File: src/design/fds_pkg.sv
// ----------------------------------------------------------------------------
// fds_pkg
// Shared types, constants and character helpers for the field declaration
// scanner.
// ----------------------------------------------------------------------------
`default_nettype none

package fds_pkg;

    localparam int OFS_W           = 12;
    localparam int MAX_LEN_DEF     = 4096;
    localparam int QUEUE_DEPTH_DEF = 4;
    localparam int KW_LEN          = 5;

    localparam logic [7:0] CHR_OPEN  = 8'h28;
    localparam logic [7:0] CHR_CLOSE = 8'h29;
    localparam logic [7:0] CHR_A     = 8'h61;

    typedef enum logic [2:0] {
        ST_OPEN      = 3'd0,
        ST_EXP_TYPE  = 3'd1,
        ST_RD_TYPE   = 3'd2,
        ST_EXP_NAME  = 3'd3,
        ST_RD_NAME   = 3'd4,
        ST_EXP_CLOSE = 3'd5
    } t_scan_state;

    typedef struct packed {
        logic blank;
        logic upper;
        logic lower;
        logic digit;
        logic open;
        logic close;
    } t_cls;

    typedef struct packed {
        logic [7:0]       chr;
        t_cls             cls;
        logic [OFS_W-1:0] off;
        logic             ovf;
        logic             last;
    } t_item;

    function automatic t_cls classify(input logic [7:0] c);
        t_cls r;
        r.blank = c inside {8'h20, [8'h09:8'h0D]};
        r.upper = c inside {[8'h41:8'h5A]};
        r.lower = c inside {[8'h61:8'h7A]};
        r.digit = c inside {[8'h30:8'h39]};
        r.open  = (c == CHR_OPEN);
        r.close = (c == CHR_CLOSE);
        return r;
    endfunction

    // letters of the "array" keyword
    function automatic logic [7:0] kw_char(input logic [2:0] idx);
        logic [7:0] r;
        case (idx)
            3'd0:    r = 8'h61;
            3'd1:    r = 8'h72;
            3'd2:    r = 8'h72;
            3'd3:    r = 8'h61;
            3'd4:    r = 8'h79;
            default: r = 8'h00;
        endcase
        return r;
    endfunction

endpackage

`default_nettype wire

File: src/design/fds_front.sv
// ----------------------------------------------------------------------------
// fds_front
// Accepts characters, counts offsets with saturation and classifies each
// character before it is queued.
// ----------------------------------------------------------------------------
`default_nettype none

module fds_front #(
    parameter int MAX_LEN = fds_pkg::MAX_LEN_DEF
) (
    input  wire logic          i_clk,
    input  wire logic          i_rst_n,
    input  wire logic          i_in_valid,
    output logic               o_in_stall,
    input  wire logic [7:0]    i_character,
    input  wire logic          i_last_of_definition,
    input  wire logic          i_full,
    output logic               o_push,
    output fds_pkg::t_item     o_item
);

    localparam int CW = $clog2(MAX_LEN + 1);
    localparam int EW = (CW > fds_pkg::OFS_W) ? CW : fds_pkg::OFS_W;
    localparam logic [CW-1:0] MAX_C  = CW'(MAX_LEN);
    localparam logic [CW-1:0] LAST_C = CW'(MAX_LEN - 1);

    logic [CW-1:0] r_char_offset;
    logic [CW-1:0] n_char_offset;
    logic [CW-1:0] w_off;
    logic [EW-1:0] w_off_ext;
    logic          w_sat;

    assign o_in_stall = i_full;
    assign o_push     = i_in_valid & ~i_full;

    assign w_sat     = (r_char_offset >= MAX_C);
    assign w_off     = w_sat ? LAST_C : r_char_offset;
    assign w_off_ext = EW'(w_off);

    always_comb begin
        n_char_offset = r_char_offset;
        if (o_push) begin
            if (i_last_of_definition) begin
                n_char_offset = '0;
            end else if (!w_sat) begin
                n_char_offset = r_char_offset + CW'(1);
            end
        end
    end

    always_ff @(posedge i_clk) begin
        if (!i_rst_n) begin
            r_char_offset <= '0;
        end else begin
            r_char_offset <= n_char_offset;
        end
    end

    always_comb begin
        o_item.chr  = i_character;
        o_item.cls  = fds_pkg::classify(i_character);
        o_item.off  = w_off_ext[fds_pkg::OFS_W-1:0];
        o_item.ovf  = w_sat;
        o_item.last = i_last_of_definition;
    end

endmodule

`default_nettype wire

File: src/design/fds_queue.sv
// ----------------------------------------------------------------------------
// fds_queue
// Short first-in first-out queue of classified characters between the front
// and the scanner.
// ----------------------------------------------------------------------------
`default_nettype none

module fds_queue #(
    parameter int DEPTH = fds_pkg::QUEUE_DEPTH_DEF
) (
    input  wire logic            i_clk,
    input  wire logic            i_rst_n,
    input  wire logic            i_push,
    input  wire fds_pkg::t_item  i_item,
    input  wire logic            i_pop,
    output logic                 o_full,
    output logic                 o_not_empty,
    output fds_pkg::t_item       o_item
);

    localparam int AW = (DEPTH > 1) ? $clog2(DEPTH) : 1;

    fds_pkg::t_item r_mem [DEPTH];
    logic [AW:0]    r_wr_ptr;
    logic [AW:0]    r_rd_ptr;
    logic [AW:0]    n_wr_ptr;
    logic [AW:0]    n_rd_ptr;

    // same slot with opposite lap bits means full
    assign o_full      = (r_wr_ptr[AW-1:0] == r_rd_ptr[AW-1:0])
                         && (r_wr_ptr[AW] != r_rd_ptr[AW]);
    assign o_not_empty = (r_wr_ptr != r_rd_ptr);
    assign o_item      = r_mem[r_rd_ptr[AW-1:0]];

    // pointers wrap at DEPTH so non power of two depths work too
    always_comb begin
        n_wr_ptr = r_wr_ptr;
        n_rd_ptr = r_rd_ptr;
        if (i_push) begin
            n_wr_ptr = r_wr_ptr + (AW+1)'(1);
            if (r_wr_ptr[AW-1:0] == AW'(DEPTH - 1)) begin
                n_wr_ptr = {~r_wr_ptr[AW], {AW{1'b0}}};
            end
        end
        if (i_pop) begin
            n_rd_ptr = r_rd_ptr + (AW+1)'(1);
            if (r_rd_ptr[AW-1:0] == AW'(DEPTH - 1)) begin
                n_rd_ptr = {~r_rd_ptr[AW], {AW{1'b0}}};
            end
        end
    end

    always_ff @(posedge i_clk) begin
        if (!i_rst_n) begin
            r_wr_ptr <= '0;
            r_rd_ptr <= '0;
        end else begin
            r_wr_ptr <= n_wr_ptr;
            r_rd_ptr <= n_rd_ptr;
        end
    end

    always_ff @(posedge i_clk) begin
        if (i_push) begin
            r_mem[r_wr_ptr[AW-1:0]] <= i_item;
        end
    end

endmodule

`default_nettype wire

File: src/design/fds_back.sv
// ----------------------------------------------------------------------------
// fds_back
// Six-state field scanner with the keyword compare and the result register.
// ----------------------------------------------------------------------------
`default_nettype none

module fds_back (
    input  wire logic                        i_clk,
    input  wire logic                        i_rst_n,
    input  wire logic                        i_not_empty,
    input  wire fds_pkg::t_item              i_item,
    output logic                             o_pop,
    output logic                             o_out_valid,
    input  wire logic                        i_out_stall,
    output logic [fds_pkg::OFS_W-1:0]        o_type_start,
    output logic [fds_pkg::OFS_W-1:0]        o_type_end,
    output logic [fds_pkg::OFS_W-1:0]        o_name_start,
    output logic [fds_pkg::OFS_W-1:0]        o_name_end,
    output logic                             o_offset_overflow
);

    localparam int OW = fds_pkg::OFS_W;

    fds_pkg::t_scan_state r_state;
    fds_pkg::t_scan_state n_state;
    logic                 r_halted;
    logic                 n_halted;
    logic                 r_kw;
    logic                 n_kw;
    logic [2:0]           r_prog;
    logic [2:0]           n_prog;
    logic                 r_mm;
    logic                 n_mm;
    logic                 r_ovf_seen;
    logic                 n_ovf_seen;
    logic [OW-1:0]        r_type_start;
    logic [OW-1:0]        n_type_start;
    logic [OW-1:0]        r_type_end;
    logic [OW-1:0]        n_type_end;
    logic [OW-1:0]        r_name_start;
    logic [OW-1:0]        n_name_start;
    logic [OW-1:0]        r_name_end;
    logic [OW-1:0]        n_name_end;
    logic                 r_out_valid;
    logic                 w_emit;
    logic                 w_alnum;
    logic                 w_kw_done;
    logic                 w_feed_ok;
    logic                 w_begin_ok;
    fds_pkg::t_cls        w_cls;

    assign o_pop     = i_not_empty & (~r_out_valid | ~i_out_stall);
    assign w_cls     = i_item.cls;
    assign w_alnum   = w_cls.upper | w_cls.lower | w_cls.digit;
    assign w_kw_done = ~r_mm & (r_prog == 3'(fds_pkg::KW_LEN));
    assign w_feed_ok = ~r_mm & (r_prog < 3'(fds_pkg::KW_LEN))
                       & (i_item.chr == fds_pkg::kw_char(r_prog));
    assign w_begin_ok = (i_item.chr == fds_pkg::CHR_A);

    // next scan state
    always_comb begin
        n_state = r_state;
        if (o_pop && !r_halted) begin
            case (r_state)
                fds_pkg::ST_EXP_TYPE: begin
                    if (w_cls.upper || w_cls.lower) begin
                        n_state = fds_pkg::ST_RD_TYPE;
                    end
                end
                fds_pkg::ST_RD_TYPE: begin
                    if (w_cls.blank) begin
                        n_state = fds_pkg::ST_EXP_NAME;
                    end
                end
                fds_pkg::ST_EXP_NAME: begin
                    if (!w_cls.blank) begin
                        if (!r_kw && w_cls.lower) begin
                            n_state = fds_pkg::ST_RD_NAME;
                        end else if (r_kw && w_alnum) begin
                            n_state = w_kw_done ? fds_pkg::ST_RD_TYPE
                                                : fds_pkg::ST_RD_NAME;
                        end
                    end
                end
                fds_pkg::ST_RD_NAME: begin
                    if (!w_alnum) begin
                        if (w_cls.close) begin
                            n_state = fds_pkg::ST_OPEN;
                        end else if (w_cls.blank) begin
                            n_state = fds_pkg::ST_EXP_CLOSE;
                        end
                    end
                end
                fds_pkg::ST_EXP_CLOSE: begin
                    if (w_cls.close) begin
                        n_state = fds_pkg::ST_OPEN;
                    end
                end
                default: begin
                    if (w_cls.open) begin
                        n_state = fds_pkg::ST_EXP_TYPE;
                    end
                end
            endcase
        end
        if (o_pop && i_item.last) begin
            n_state = fds_pkg::ST_OPEN;
        end
    end

    // datapath updates and result
    always_comb begin
        n_halted     = r_halted;
        n_kw         = r_kw;
        n_prog       = r_prog;
        n_mm         = r_mm;
        n_ovf_seen   = r_ovf_seen;
        n_type_start = r_type_start;
        n_type_end   = r_type_end;
        n_name_start = r_name_start;
        n_name_end   = r_name_end;
        w_emit       = 1'b0;
        if (o_pop) begin
            n_ovf_seen = r_ovf_seen | i_item.ovf;
            if (!r_halted) begin
                case (r_state)
                    fds_pkg::ST_EXP_TYPE: begin
                        if (w_cls.upper || w_cls.lower) begin
                            n_kw         = w_cls.lower;
                            n_type_start = i_item.off;
                            n_prog       = w_begin_ok ? 3'd1 : 3'd0;
                            n_mm         = ~w_begin_ok;
                        end
                    end
                    fds_pkg::ST_RD_TYPE: begin
                        if (w_cls.blank) begin
                            n_type_end = i_item.off;
                        end else if (w_alnum) begin
                            if (w_feed_ok) begin
                                n_prog = r_prog + 3'd1;
                            end else begin
                                n_mm = 1'b1;
                            end
                        end else begin
                            n_halted = 1'b1;
                        end
                    end
                    fds_pkg::ST_EXP_NAME: begin
                        if (!w_cls.blank) begin
                            if (!r_kw && w_cls.lower) begin
                                n_name_start = i_item.off;
                            end else if (r_kw && w_alnum) begin
                                // after "array" this word is the element type
                                if (w_kw_done) begin
                                    n_type_start = i_item.off;
                                    n_prog       = w_begin_ok ? 3'd1 : 3'd0;
                                    n_mm         = ~w_begin_ok;
                                end else begin
                                    n_name_start = i_item.off;
                                end
                            end else begin
                                n_halted = 1'b1;
                            end
                        end
                    end
                    fds_pkg::ST_RD_NAME: begin
                        if (!w_alnum) begin
                            if (w_cls.close) begin
                                n_name_end = i_item.off;
                                w_emit     = 1'b1;
                            end else if (w_cls.blank) begin
                                n_name_end = i_item.off;
                            end else begin
                                n_halted = 1'b1;
                            end
                        end
                    end
                    fds_pkg::ST_EXP_CLOSE: begin
                        if (!w_cls.blank) begin
                            if (w_cls.close) begin
                                w_emit = 1'b1;
                            end else begin
                                n_halted = 1'b1;
                            end
                        end
                    end
                    default: begin
                        n_halted = r_halted;
                    end
                endcase
            end
            if (i_item.last) begin
                n_halted   = 1'b0;
                n_kw       = 1'b0;
                n_prog     = 3'd0;
                n_mm       = 1'b0;
                n_ovf_seen = 1'b0;
            end
        end
    end

    always_ff @(posedge i_clk) begin
        if (!i_rst_n) begin
            r_state     <= fds_pkg::ST_OPEN;
            r_halted    <= 1'b0;
            r_kw        <= 1'b0;
            r_prog      <= 3'd0;
            r_mm        <= 1'b0;
            r_ovf_seen  <= 1'b0;
            r_out_valid <= 1'b0;
        end else begin
            r_state    <= n_state;
            r_halted   <= n_halted;
            r_kw       <= n_kw;
            r_prog     <= n_prog;
            r_mm       <= n_mm;
            r_ovf_seen <= n_ovf_seen;
            if (w_emit) begin
                r_out_valid <= 1'b1;
            end else if (!i_out_stall) begin
                r_out_valid <= 1'b0;
            end
        end
    end

    always_ff @(posedge i_clk) begin
        r_type_start <= n_type_start;
        r_type_end   <= n_type_end;
        r_name_start <= n_name_start;
        r_name_end   <= n_name_end;
        if (w_emit) begin
            o_type_start      <= n_type_start;
            o_type_end        <= n_type_end;
            o_name_start      <= n_name_start;
            o_name_end        <= n_name_end;
            // flag as seen before a final character clears it
            o_offset_overflow <= r_ovf_seen | i_item.ovf;
        end
    end

    assign o_out_valid = r_out_valid;

endmodule

`default_nettype wire

File: src/design/field_declaration_scanner.sv
// A closing character's result passes through the queue and then the scanner's output register.
// Throughput: one character per cycle, sustained while the output is not stalled.
// The input stalls only when the queue between front and scanner (four entries by default) is full.
// Reset (i_rst_n low, synchronous) clears the offset counter, queue and scanner state.
// The final character of a definition returns the offset counter and scanner to reset.
// ----------------------------------------------------------------------------
// field_declaration_scanner
// Finds (Type name) field declarations in a class body and reports the
// offsets of the type and the name of each one.
// ----------------------------------------------------------------------------
`default_nettype none

module field_declaration_scanner #(
    parameter int MAX_LEN     = fds_pkg::MAX_LEN_DEF,
    parameter int QUEUE_DEPTH = fds_pkg::QUEUE_DEPTH_DEF
) (
    input  wire logic                        i_clk,
    input  wire logic                        i_rst_n,
    input  wire logic                        i_in_valid,
    output logic                             o_in_stall,
    input  wire logic [7:0]                  i_character,
    input  wire logic                        i_last_of_definition,
    output logic                             o_out_valid,
    input  wire logic                        i_out_stall,
    output logic [fds_pkg::OFS_W-1:0]        o_type_start,
    output logic [fds_pkg::OFS_W-1:0]        o_type_end,
    output logic [fds_pkg::OFS_W-1:0]        o_name_start,
    output logic [fds_pkg::OFS_W-1:0]        o_name_end,
    output logic                             o_offset_overflow
);

    logic           w_push;
    logic           w_pop;
    logic           w_full;
    logic           w_not_empty;
    fds_pkg::t_item w_front_item;
    fds_pkg::t_item w_queue_item;

    fds_front #(
        .MAX_LEN (MAX_LEN)
    ) u_front (
        .i_clk                (i_clk),
        .i_rst_n              (i_rst_n),
        .i_in_valid           (i_in_valid),
        .o_in_stall           (o_in_stall),
        .i_character          (i_character),
        .i_last_of_definition (i_last_of_definition),
        .i_full               (w_full),
        .o_push               (w_push),
        .o_item               (w_front_item)
    );

    fds_queue #(
        .DEPTH (QUEUE_DEPTH)
    ) u_queue (
        .i_clk       (i_clk),
        .i_rst_n     (i_rst_n),
        .i_push      (w_push),
        .i_item      (w_front_item),
        .i_pop       (w_pop),
        .o_full      (w_full),
        .o_not_empty (w_not_empty),
        .o_item      (w_queue_item)
    );

    fds_back u_back (
        .i_clk             (i_clk),
        .i_rst_n           (i_rst_n),
        .i_not_empty       (w_not_empty),
        .i_item            (w_queue_item),
        .o_pop             (w_pop),
        .o_out_valid       (o_out_valid),
        .i_out_stall       (i_out_stall),
        .o_type_start      (o_type_start),
        .o_type_end        (o_type_end),
        .o_name_start      (o_name_start),
        .o_name_end        (o_name_end),
        .o_offset_overflow (o_offset_overflow)
    );

endmodule

`default_nettype wire
File: config.mk
export PLATFORM = sky130hd
export DESIGN_NAME = field_declaration_scanner
export DESIGN_NICKNAME = d
export VERILOG_FILES = /design/src/design/fds_pkg.sv /design/src/design/fds_front.sv /design/src/design/fds_queue.sv /design/src/design/fds_back.sv /design/src/design/field_declaration_scanner.sv
export SDC_FILE = /design/constraint.sdc
export NUM_CORES = 1
export LEC_CHECK = 0
export ABC_AREA = 1
export ABC_CLOCK_PERIOD_IN_PS = 2300
export BUFFER_PORTS_ARGS = -buffer_cell sky130_fd_sc_hd__buf_2
export CAP_MARGIN = 20
export CELL_PAD_IN_SITES_DETAIL_PLACEMENT = 0
export CELL_PAD_IN_SITES_GLOBAL_PLACEMENT = 1
export CORE_MARGIN = 3
export CORE_UTILIZATION = 43
export DETAILED_ROUTE_END_ITERATION = 8
export GPL_ROUTABILITY_DRIVEN = 0
export PLACE_DENSITY = 0.79
export SLEW_MARGIN = 20
export SYNTH_ARGS = -nofsm -noshare
export SYNTH_HDL_FRONTEND = slang
export SYNTH_SLANG_ARGS = --single-unit
File: constraint.sdc
create_clock -name i_clk -period 2.3 [get_ports i_clk]
set_input_delay 0.345 -clock i_clk [delete_from_list [all_inputs] [get_ports i_clk]]
set_output_delay 0.345 -clock i_clk [all_outputs]
set_load 0.02 [all_outputs]
==> impl_metrics.py <==
metrics = {
    "synthesis": {
        "synth_warnings": 0,
        "synth_common_cells": "nand2_1, edfxtp_1, nor2_1, inv_1, dfxtp_1",
        "synth_fp_nets": 958,
        "ys_seq_area_frac": 0.667,
        "synth.most_common_cell": "nand2_1",
        "synth_edf_count": 161,
        "syn_inst": 933,
        "synth.cell_area_um2": 9650,
        "async_flop_share": 0,
        "synth.avg_cell_area_um2": 10.3,
        "synth_ff_type": "edfxtp_1",
        "ys_top_cells_by_area": "edfxtp_1, dfxtp_1, nand2_1",
        "yosys.area.top_type": "edfxtp_1",
        "synth_top_area_frac": 0.501,
        "ys_types": 40,
        "yosys_register_bits": 241,
    },
    "sta": {
        "fmax_mhz": 472,
        "setup_violations": 0,
        "rsz0062_at_grt": "false",
        "slew_headroom": 0.527,
        "timing.final.max_slew_violations": 0,
        "tns_ns": 0,
        "skew_ns": 0.0161,
        "final_hold_viol_count": 0,
        "finalCriticalPeriod_ns": 2.12,
        "worstMarginPinSlew_ns": 0.703,
        "fin_worst_hold_slack_ns": 0.0895,
        "finalCritPeriodShare": 0.922,
    },
    "worst_setup_path": {
        "critPathMaxFanout": 49,
        "end_kind": "flop",
        "arrival_ns": 2.32,
        "cp.required_ns": 2.50,
        "r2r_slack_ns": 0.18,
        "crit_type": "reg2reg",
        "startpoint_type": "flop",
    },
    "finish": {
        "design_area_um2": 11300,
        "nNetsFinal": 1043,
        "drive_gt1_frac": 0.154,
        "antenna_cells": 0,
        "fill_cells": 1924,
        "post-route-util": 0.513,
        "area_growth_pct": 16.7,
    },
    "power_and_ir_drop": {
        "finalPower_mw": 12.8,
        "ir_drop_mv": 0.582,
        "pwr-share-comb": 0.257,
        "p_seq_frac": 0.429,
        "p_per_area_nw_per_um2": 1140,
        "p_leak_nw": 4.53,
        "p_int_mw": 8.73,
        "switching_share": 0.317,
        "p_switching_mw": 4.05,
        "clkPwrFrac": 0.313,
    },
    "floorplan": {
        "row_count": 54,
        "die_x_um": 156,
        "core_area_um2": 22000,
        "ios": 64,
        "die_h_um": 156,
        "die_area_um2": 24300,
        "initial_core_util": 0.439,
    },
    "place": {
        "placed_area_um2": 10400,
        "port_buffers": 63,
        "hpwl_um": 13100,
    },
    "min_path": {
        "hp-class": "in2reg",
    },
    "grt": {
        "track_usage": 0.162,
        "grt_max_degree": 50,
        "grt_pass1_vias": 6014,
        "grt_pass1_wl_um": 31900,
        "overflow": 0,
        "antenna_found_initial": 0,
    },
    "routing": {
        "post-route-drc-count": 0,
        "wl_um": 19700,
        "vias": 6469,
        "dr.pass1.iters": 5,
        "ant_nets": 0,
        "wl_per_cell_um": 14.9,
        "drtIter0Drc": 404,
        "vias_per_cell": 4.92,
    },
    "clock_tree": {
        "cts_hold_buf": 0,
        "clock-sinks": 241,
        "cts_tree": "built",
        "cts_buffers": 25,
        "insertion_delay_ns": 0.53,
        "clk_pin_slew_ns": 0.06,
        "cts.root.buffer_cell": "clkbuf_16",
        "htreeDepth": 1,
        "clock_path_buffers": 3,
    },
    "job": {
        "max-cap-violations": 0,
    },
    "run_status": {
        "outcome": "complete, no violations",
    },
}
## stage by stage
stage	setup slack [ns]	std cells
finish	0.180	1316
global route	0.0111	1316
CTS	0.141	1316
detailed placement	0.162	1271
global placement	0.219	1271
floorplan	-0.166	933
## state kept, by name, summed over array words and instances (netlist names), 3 cells and up, named ones only
signal,flops
u_back.o_name_end,12
u_back.o_name_start,12
u_back.o_type_end,12
u_back.o_type_start,12
u_back.r_name_end,12
u_back.r_name_start,12
u_back.r_prog,3
u_back.r_state,3
u_back.r_type_end,12
u_back.r_type_start,12
u_front.r_char_offset,13
u_queue.r_mem,112
u_queue.r_rd_ptr,3
u_queue.r_wr_ptr,3
## repair_timing
action,4_1_cts,5_1_grt
setup endpoints to repair,0,50
buffers inserted,0,0
endpoints found under the hold margin,0,0
gates resized for setup,0,4
## cell usage in the layout (no fill, tap or decap), drive strengths merged, types with 2 or more instances in the layout
| cell type | n |
|---|---|
| o211ai | 2 |
| or2 | 5 |
| nor3 | 8 |
| inv | 95 |
| nand4 | 11 |
| ha | 12 |
| nand3b | 4 |
| o21ai | 71 |
| edfxtp | 161 |
| buf | 88 |
| a21oi | 37 |
| bufinv | 3 |
| nor2 | 93 |
| nand3 | 59 |
| o22ai | 10 |
| a32oi | 2 |
| xor2 | 3 |
| clkinv | 6 |
| nor4 | 6 |
| nand2 | 235 |
| dfxtp | 80 |
| clkbuf | 35 |
| a211oi | 2 |
## power by group through the flow
| stage | clock network, mW | logic (mW) | registers, mW |
|---|---|---|---|
| after global placement | 0 | 3.24 | 5.56 |
| after floorplan | 0 | 2.37 | 5.55 |
| final | 4.00 | 3.29 | 5.49 |
| after detailed placement | 0 | 3.29 | 5.57 |
| after CTS | 4.10 | 3.30 | 5.48 |
| after global routing | 4.28 | 3.77 | 5.54 |
## critical path: stages (launching register included)
cell        delay, ns
dfxtp_2          0.38
buf_12           0.21
nand2_1          0.10
nand3_1          0.08
nand2_1          0.07
inv_2            0.07
nand3_2          0.11
inv_2            0.10
nand2_1          0.07
nand2_1          0.07
nand3_1          0.12
clkinvlp_4       0.12
buf_12           0.25
## path summary, 6_finish.rpt
path,from,to,cells past startpoint
hold reg to reg,u_back.r_name_end[0],u_back.r_name_end[0],2
setup / recovery,flop,u_back.o_name_start[0],12
setup reg to reg,flop,u_back.o_name_start[0],12
hold / removal,i_character[6],u_queue.r_mem[0][26],1
## per-layer routing
metal	up-vias	wire (µm)	global-route usage
met1	2983	9690	0.248
met5	-	0	0
met4	0	204	0.0307
li1	3314	-	-
met3	23	1240	0.0283
met2	149	8520	0.245
## cell type report
class / count / area, µm² / share of cell area
inverters: 95 / 363 / 0.0322
flip-flops and latches: 241 / 6440 / 0.572
clock buffers: 35 / 683 / 0.0607
clock inverters: 10 / 135 / 0.0120
repair buffers: 88 / 591 / 0.0525
multi-input cells: 567 / 2690 / 0.239
well taps: 280 / 350 / 0.0311
## kinds of logic after synthesis
kind of cell    after synthesis  synth area share
simple gates                423             0.188
flops                       241             0.667
compound gates              129            0.0722
buf+inv                     125            0.0546
fa+ha+maj                    12            0.0156
xor+xnor                      3           0.00272
Note: power is estimated with default switching activity, not from simulation.
